### src/rtl/sph_pkg.sv
`timescale 1ns / 1ps
`default_nettype none
package sph_pkg;

  localparam int MOD_WIDTH = 31;
  localparam int MAX_LEN   = 1024;
  localparam int TBL_DEPTH = MAX_LEN + 1;
  localparam int IDX_W     = $clog2(TBL_DEPTH);
  localparam int BIT_W     = $clog2(MOD_WIDTH);

  localparam logic [MOD_WIDTH-1:0] BASE_RESET = MOD_WIDTH'(10042003);
  localparam logic [MOD_WIDTH-1:0] MOD_RESET  = MOD_WIDTH'(1000000007);

  localparam logic [1:0] REQ_START  = 2'd0;
  localparam logic [1:0] REQ_APPEND = 2'd1;
  localparam logic [1:0] REQ_QUERY  = 2'd2;

  localparam logic [1:0] STS_OK    = 2'd0;
  localparam logic [1:0] STS_RANGE = 2'd1;
  localparam logic [1:0] STS_FULL  = 2'd2;

  localparam logic CFG_BASE = 1'b0;
  localparam logic CFG_MOD  = 1'b1;

  typedef logic [MOD_WIDTH-1:0] word_t;

  typedef enum logic [4:0] {
    S_IDLE,
    S_SB_RED, S_SB_SQ, S_SB_MUL, S_SB_END,
    S_AP_RD, S_AP_CAP, S_AP_RRP, S_AP_RP1, S_AP_RI, S_AP_TERM, S_AP_INV, S_AP_RPN,
    S_AP_WR,
    S_QR_RD1, S_QR_RD2, S_QR_CAP, S_QR_RHI, S_QR_RLO, S_QR_MUL,
    S_FIN
  } state_t;

  // Both operands must already be below m.
  function automatic word_t mod_add(input word_t x, input word_t y, input word_t m);
    logic [MOD_WIDTH:0] s;
    s = {1'b0, x} + {1'b0, y};
    if (s >= {1'b0, m}) s = s - {1'b0, m};
    return s[MOD_WIDTH-1:0];
  endfunction

  function automatic word_t mod_sub(input word_t x, input word_t y, input word_t m);
    logic [MOD_WIDTH:0] s;
    if (x >= y) s = {1'b0, x} - {1'b0, y};
    else        s = {1'b0, x} + {1'b0, m} - {1'b0, y};
    return s[MOD_WIDTH-1:0];
  endfunction

endpackage
`default_nettype wire

### src/rtl/sph_modmul.sv
`timescale 1ns / 1ps
`default_nettype none
module sph_modmul (
  input  wire logic         clk,
  input  wire logic         rst_n,
  input  wire logic         start_i,
  input  wire sph_pkg::word_t a_i,
  input  wire sph_pkg::word_t b_i,
  input  wire sph_pkg::word_t m_i,
  output logic              done_o,
  output sph_pkg::word_t    res_o
);
  import sph_pkg::*;

  // Shift-and-add, MSB first: each bit gets a doubling step, then a step that adds a when the bit is set.
  word_t             a_r, b_r, m_r, acc_r;
  word_t             acc_nxt;
  logic [BIT_W-1:0]  cnt_r, cnt_nxt;
  logic              phase_r, phase_nxt;
  logic              busy_r, busy_nxt;
  logic              done_r, done_nxt;

  always_comb begin
    acc_nxt   = acc_r;
    cnt_nxt   = cnt_r;
    phase_nxt = phase_r;
    busy_nxt  = busy_r;
    done_nxt  = 1'b0;
    if (start_i) begin
      acc_nxt   = '0;
      cnt_nxt   = BIT_W'(MOD_WIDTH - 1);
      phase_nxt = 1'b0;
      busy_nxt  = 1'b1;
    end else if (busy_r) begin
      if (!phase_r) begin
        acc_nxt   = mod_add(acc_r, acc_r, m_r);
        phase_nxt = 1'b1;
      end else begin
        if (b_r[cnt_r]) acc_nxt = mod_add(acc_r, a_r, m_r);
        phase_nxt = 1'b0;
        if (cnt_r == '0) begin
          busy_nxt = 1'b0;
          done_nxt = 1'b1;
        end else begin
          cnt_nxt = cnt_r - 1'b1;
        end
      end
    end
  end

  always_ff @(posedge clk) begin
    if (!rst_n) begin
      busy_r  <= 1'b0;
      done_r  <= 1'b0;
      phase_r <= 1'b0;
      cnt_r   <= '0;
    end else begin
      busy_r  <= busy_nxt;
      done_r  <= done_nxt;
      phase_r <= phase_nxt;
      cnt_r   <= cnt_nxt;
    end
  end

  always_ff @(posedge clk) begin
    acc_r <= acc_nxt;
    if (start_i) begin
      a_r <= a_i;
      b_r <= b_i;
      m_r <= m_i;
    end
  end

  assign done_o = done_r;
  assign res_o  = acc_r;

  a_acc_reduced: assert property (@(posedge clk) disable iff (!rst_n)
    busy_r && phase_r |-> acc_r < m_r) else $error("accumulator not reduced");
  a_start_idle: assert property (@(posedge clk) disable iff (!rst_n)
    start_i |-> !busy_r) else $error("multiply started while busy");
  a_done_idle: assert property (@(posedge clk) disable iff (!rst_n)
    done_r |-> !busy_r) else $error("done while still busy");

endmodule
`default_nettype wire

### config.mk
export PLATFORM = sky130hd
export DESIGN_NAME = sph_modmul
export DESIGN_NICKNAME = d
export VERILOG_FILES = /design/src/rtl/sph_pkg.sv /design/src/rtl/sph_modmul.sv
export SDC_FILE = /design/constraint.sdc
export NUM_CORES = 1
export LEC_CHECK = 0
export BUFFER_PORTS_ARGS = -buffer_cell sky130_fd_sc_hd__buf_4
export CAP_MARGIN = 20
export CORE_UTILIZATION = 65
export CTS_BUF_LIST = sky130_fd_sc_hd__clkbuf_4 sky130_fd_sc_hd__clkbuf_8
export CTS_CLUSTER_SIZE = 30
export DETAILED_ROUTE_END_ITERATION = 6
export PLACE_DENSITY = 0.95
export SETUP_SLACK_MARGIN = 0.02
export SLEW_MARGIN = 30
export SYNTH_ARGS = -nofsm -noshare
export SYNTH_HDL_FRONTEND = slang
export SYNTH_SLANG_ARGS = --single-unit
### constraint.sdc
create_clock -name clk -period 13.05 [get_ports clk]
set_clock_uncertainty 0.05 [all_clocks]
set_input_delay 2.61 -clock clk [delete_from_list [all_inputs] [get_ports clk]]
set_output_delay 2.61 -clock clk [all_outputs]
set_load 0.02 [all_outputs]
; Word level (Yosys, flattened, before mapping)
; Index checks and enable logic that the tools add are counted.
[totals]
latch_bits = 0
wordCells = 47
inputBits = 96
regBits = 132
n_memories = 0
ramBits = 0
mem_bits_ro = 0
[classes]
eq_ne = 2
bitwise_logic = 4
shift = 0
addsub = 5
multipliers = 0
muxes = 16
n_reduce_logical = 8
div_mod_pow = 0
n_lt_le_gt_ge = 3
[op_table]
columns = cell, n
row1 = 31-bit 2-to-1 mux, 4
row2 = 31-bit by 31-bit adder with 32-bit output, 2
row3 = 32-bit by 31-bit greater-or-equal comparator with 1-bit output, 2
row4 = 31-bit subtractor, 2
row5 = 5-bit 2-to-1 mux, 4
row6 = 1-bit 2-to-1 mux, 7
row7 = 5-bit by 6-bit < comparator with 1-bit output (second input constant), 1
row8 = 3-bit AND reduction, 2
row9 = 1-bit binary-select mux with 5-bit select, 1
row10 = 5-bit logical NOT, 1
row11 = 5-bit by 1-bit subtractor with 5-bit output (second input constant), 1
row12 = 1-bit NOT, 4
row13 = 2-bit nonzero test, 2
row14 = 4-bit OR reduction, 1
row15 = 2-bit by 1-bit != test with 1-bit output (second input constant), 1
row16 = 2-bit != test (second input constant), 1
row17 = 2-bit AND reduction, 1
row18 = 2-bit OR reduction, 1

; Longest topological paths before layout
[depth]
ltp_word = 5
depth_mapped = 24
ltp_nobuf = 21

; Least setup slack after synthesis
; OpenSTA, ideal clock, no wires.
[synth_path]
path_type = reg-to-reg
from = reg acc_r[0], in the netlist res_o[0]
to = reg acc_r[10], in the netlist res_o[10]
required_ns = 12.883
setup_slack_ns = 7.973
n_path_buf = 3
setup_time_ns = 0.117
arrival_ns = 4.909
period_less_slack_ns = 5.077
stages_incl_launch_ff = 23
cell_sequence = dfxtp_1 ha_1 fa_1 a21o_1 a221oi_1 o211ai_1 a41oi_1 o21ai_0 a31oi_1 xnor2_1 ha_1 clkbuf_1 and4_1 nand3_1 or4_1 a21oi_1 o22ai_1 o31ai_2 buf_6 buf_12 mux2i_1 nand2_1 a32o_1
[synth_via]
elab_chain_cells = 5
word_cells_on_any_way = 10
classes_between = 4 x add/sub / 2 x order compare / 4 x mux
[synth_lines]
columns = element, line_no
row1 = start: declaration, sph_modmul.sv:16  ; word_t a_r, b_r, m_r, acc_r;
row2 = start signal: assignment, sph_modmul.sv:66  ; acc_r <= acc_nxt;
row3 = 31-bit by 31-bit adder with 32-bit output, sph_pkg.sv:39  ; s = {1'b0, x} + {1'b0, y};
row4 = 31-bit subtractor or 32-bit by 31-bit greater-or-equal comparator with 1-bit output (tied branches), sph_pkg.sv:40  ; if (s >= {1'b0, m}) s = s - {1'b0, m};
row5 = 31-bit 2-to-1 mux, sph_pkg.sv:40
row6 = 31-bit 2-to-1 mux, sph_modmul.sv:39  ; if (b_r[cnt_r]) acc_nxt = mod_add(acc_r, a_r, m_r);
row7 = 31-bit 2-to-1 mux (*), sph_modmul.sv:35  ; if (!phase_r) begin
; Every way passes the cells marked *; elsewhere a longest branch is shown, timed or not. The select of a mux whose other input is x is not followed.
; A chain may end at the register's enable or synchronous reset.

; Final worst setup path
[layout_path]
from = reg a_r[0]
to = reg acc_r[20], in the netlist res_o[20]
[layout_via]
elab_chain_cells = 5
word_cells_on_any_way = 6
classes_between = 2 x add/sub / 1 x order compare / 3 x mux
[layout_lines]
columns = element, line_no
row1 = start: declaration, sph_modmul.sv:16
row2 = start signal: assignment, sph_modmul.sv:68  ; a_r <= a_i;
row3 = 31-bit by 31-bit adder with 32-bit output (*), sph_pkg.sv:39
row4 = 31-bit subtractor or 32-bit by 31-bit greater-or-equal comparator with 1-bit output (tied branches), sph_pkg.sv:40
row5 = 31-bit 2-to-1 mux (*), sph_pkg.sv:40
row6 = 31-bit 2-to-1 mux (*), sph_modmul.sv:39
row7 = 31-bit 2-to-1 mux (*), sph_modmul.sv:35
; Marked as above.

==> metrics.yaml <==
grtUsageTotal_pct: 36.0
end_kind: "flip-flop"
grt_pass1_vias: 8902
n_antenna_cell: 0
synth.most_common_cell: "nand2_1"
antenna_left: 0
nNetsFinal: 1406
drive_above_1_share_pct: 15.7
cts_hold_buf: 0
final.period_utilization_pct: 47.1
synthMuxAreaShare_pct: 4.04
synth_edf_count: 93
drt_iter0_markers: 1042
synthTopCellsByArea: "edfxtp_1 (27%), ha_1 (12%), dfxtp_1 (7.7%), a21oi_1 (4.7%), xnor2_1 (4.6%)"
gp_congestion: 0.969
yosys_warnings: 0
clkSinkCount: 132
slew_violations: 0
yosysUniqueCellTypes: 75
grt_remaining_overflow: 0
cts_buffer_depth: 2
yosysSeqAreaShare_pct: 35.1
avgViaCountPerCell: 6.47
core_area_mm2: 0.0153
tns_ps: 0
synth_area_mm2: 0.0102
die_height_um: 127
p_int_uw: 893
die_w_um: 127
synth_top_family_by_area: "compound AO/OA/AOI/OAI gates"
post_cts_buffers: 0
fin_ws_ps: 6900
area_growth_pct: 14.6
synthAdderAreaFrac_pct: 12.1
cts-resized-gates: 0
tightest_slew_ps: 1060
clkTransAtPathRegs_ps: 90
swShare_pct: 39.6
outcome: "finished clean"
grt_max_degree: 64
p_clk_share_pct: 24.0
finalPower_uw: 1480
dpl.hpwl_mm: 21.5
netlist_top_cells_count: "nand2_1 (101), a21oi_1 (96), ha_1 (94), edfxtp_1 (93), inv_1 (67)"
wl_per_cell_um: 19.5
drc: 0
io_buffers: 127
critPathArrivalTime_ps: 6440
cts_inserted_buffers: 17
antenna_found_initial: 0
synthArstFlopShare_pct: 0
vias: 9291
synth_area_leader_cell: "edfxtp_1"
ff2ff_path_depth: 20
slowest_stage: "or4_1"
grt_pass1_wl_mm: 44.6
fin_cells: 1437
synth.avg_cell_area_um2: 9.29
cts_root_buffer: "clkbuf_8"
ys_seq_elements: 132
timing.final.hold_violations: 0
dp_cells: 1405
synth_compound_area_share_pct: 24.8
initial_utilization_pct: 66.8
hold_depth: 2
synth_nets: 1290
synth_cells: 1097
path_cells: "ha_1 > fa_1 > a21o_1 > a221oi_1 > o211ai_1 > a41oi_1 > o21ai_0 > a31oi_1 > xnor2_1 > ha_1 > and4_1 > nand3_1 > or4_1 > a21oi_1 > o22ai_1 > o31ai_4 > buf_4 > mux2_2 > a32oi_1 > a21oi_1"
combPwrFrac_pct: 41.9
h-tree-depth: 4
path_max_fanout: 30
relSlewSlack_pct: 28.8
crit_family: "compound AO/OA/AOI/OAI gates"
hold_path.class: "flip-flop to flip-flop"
p_sw_uw: 585
path_depth: 20
critical_path.max_stage_delay_ps: 540
synth_top_area_share_pct: 27.4
power_density_mw_per_mm2: 127
required_ps: 13330
finalCriticalPeriod_ps: 6150
timing.max_cap.violations: 0
synth_ff_type: "edfxtp_1"
boundaryPins: 128
rows: 45
p_seq_share_pct: 34.1
setup_viol: 0
start_kind: "flip-flop"
rsz0062_at_grt: "false"
crit_type: "flip-flop to flip-flop"
path_buf_inv: 1
dp_slack_ps: 7000
tritoncts: "done"
ir_drop_uv: 172
leakage_uw: 0.00509
wl_mm: 28.1
fmax_ghz: 0.163
firstDrtPassIters: 7
yosys.area_share.simple_pct: 13.1
die_area_mm2: 0.0162
synthXorXnorAreaFrac_pct: 6.70
clock_latency_ps: 480
[registers in the layout, summed over array words and instances (netlist names)]
name,cells
m_r,31
busy_r,1
a_r,31
phase_r,1
b_r,31
cnt_r,5
done_o,1
res_o,31
[per-stage QoR]
step | util (%) | hold WS (ps) | instance area [µm²]
CTS | 76.6 | 465 | 11700
global placement | 74.0 | 446 | 11300
global route | 76.6 | 513 | 11700
floorplan | - | 401 | 10200
finish | 76.6 | 482 | 11700
detailed placement | 74.0 | 448 | 11300
[logic make-up (layout without fill, tap and decap cells)]
family,count (synthesis),after routing
flip-flops,132,132
XOR/XNOR,78,78
adder cells (fa/ha/maj),97,97
AND/OR/NAND/NOR,284,284
multiplexers,32,32
buffers and inverters,104,233
AO/OA/AOI/OAI,370,370
[tightest hold or removal path, stage by stage, from the launching register on]
cell and delay (ps):
dfxtp_1 360, nand2_1 70, a21oi_1 60
[power by group through the flow]
| stage | Clock (µW) | Sequential (µW) | Combinational, µW |
|---|---|---|---|
| 4_1_cts | 357 | 504 | 607 |
| 3_5_place_dp | 0 | 514 | 603 |
| 6_report | 355 | 505 | 619 |
| 5_1_grt | 374 | 508 | 673 |
| 3_3_place_gp | 0 | 511 | 592 |
| 2_1_floorplan | 0 | 511 | 452 |
[final timing paths]
| check | startpoint | end | slack (ps) |
|---|---|---|---|
| worst min register to register | res_o[5] | res_o[5] | 480 |
| worst max-delay path | a_r[0] | res_o[20] | 6900 |
| worst max register to register | a_r[0] | res_o[20] | 6900 |
| worst min-delay path | res_o[5] | res_o[5] | 480 |
[per-layer routing]
layer / wire length, µm / track usage (%) / vias to the layer above
li1: - / - / 4384
met3: 2510 / 8.33 / 97
met1: 10900 / 43.8 / 4291
met4: 1310 / 20.3 / 0
met2: 13300 / 59.0 / 519
met5: 0 / 0 / -
[layout make-up]
cell class / instances / area, µm²
multi-input combinational: 861 / 6200
sequential: 132 / 3570
fill: 1062 / 3570
timing repair buffer: 134 / 1010
tap: 211 / 264
inverter: 67 / 251
clock buffer: 17 / 234
clock inverter: 15 / 158
[cell usage in the layout (no fill, tap or decap), types with 10 or more instances in the layout]
| master | synthesis | layout |
|---|---|---|
| nand2_1 | 101 | 101 |
| o21a_1 | 10 | 10 |
| o21ai_0 | 50 | 50 |
| xnor2_1 | 53 | 53 |
| a31oi_1 | 21 | 21 |
| a211oi_1 | 29 | 29 |
| a21oi_1 | 96 | 96 |
| dfxtp_1 | 39 | 39 |
| a21o_1 | 37 | 37 |
| o211ai_1 | 17 | 17 |
| clkbuf_8 | 0 | 17 |
| nand4_1 | 15 | 15 |
| ha_1 | 94 | 94 |
| nor2_1 | 63 | 63 |
| nor3_1 | 14 | 14 |
| xor2_1 | 25 | 25 |
| o21bai_1 | 11 | 11 |
| and3_1 | 15 | 15 |
| nand3_1 | 31 | 31 |
| nand2b_1 | 14 | 14 |
| buf_4 | 1 | 134 |
| mux2i_1 | 22 | 22 |
| inv_1 | 67 | 67 |
| edfxtp_1 | 93 | 93 |
(Power assumes the default switching activity.)
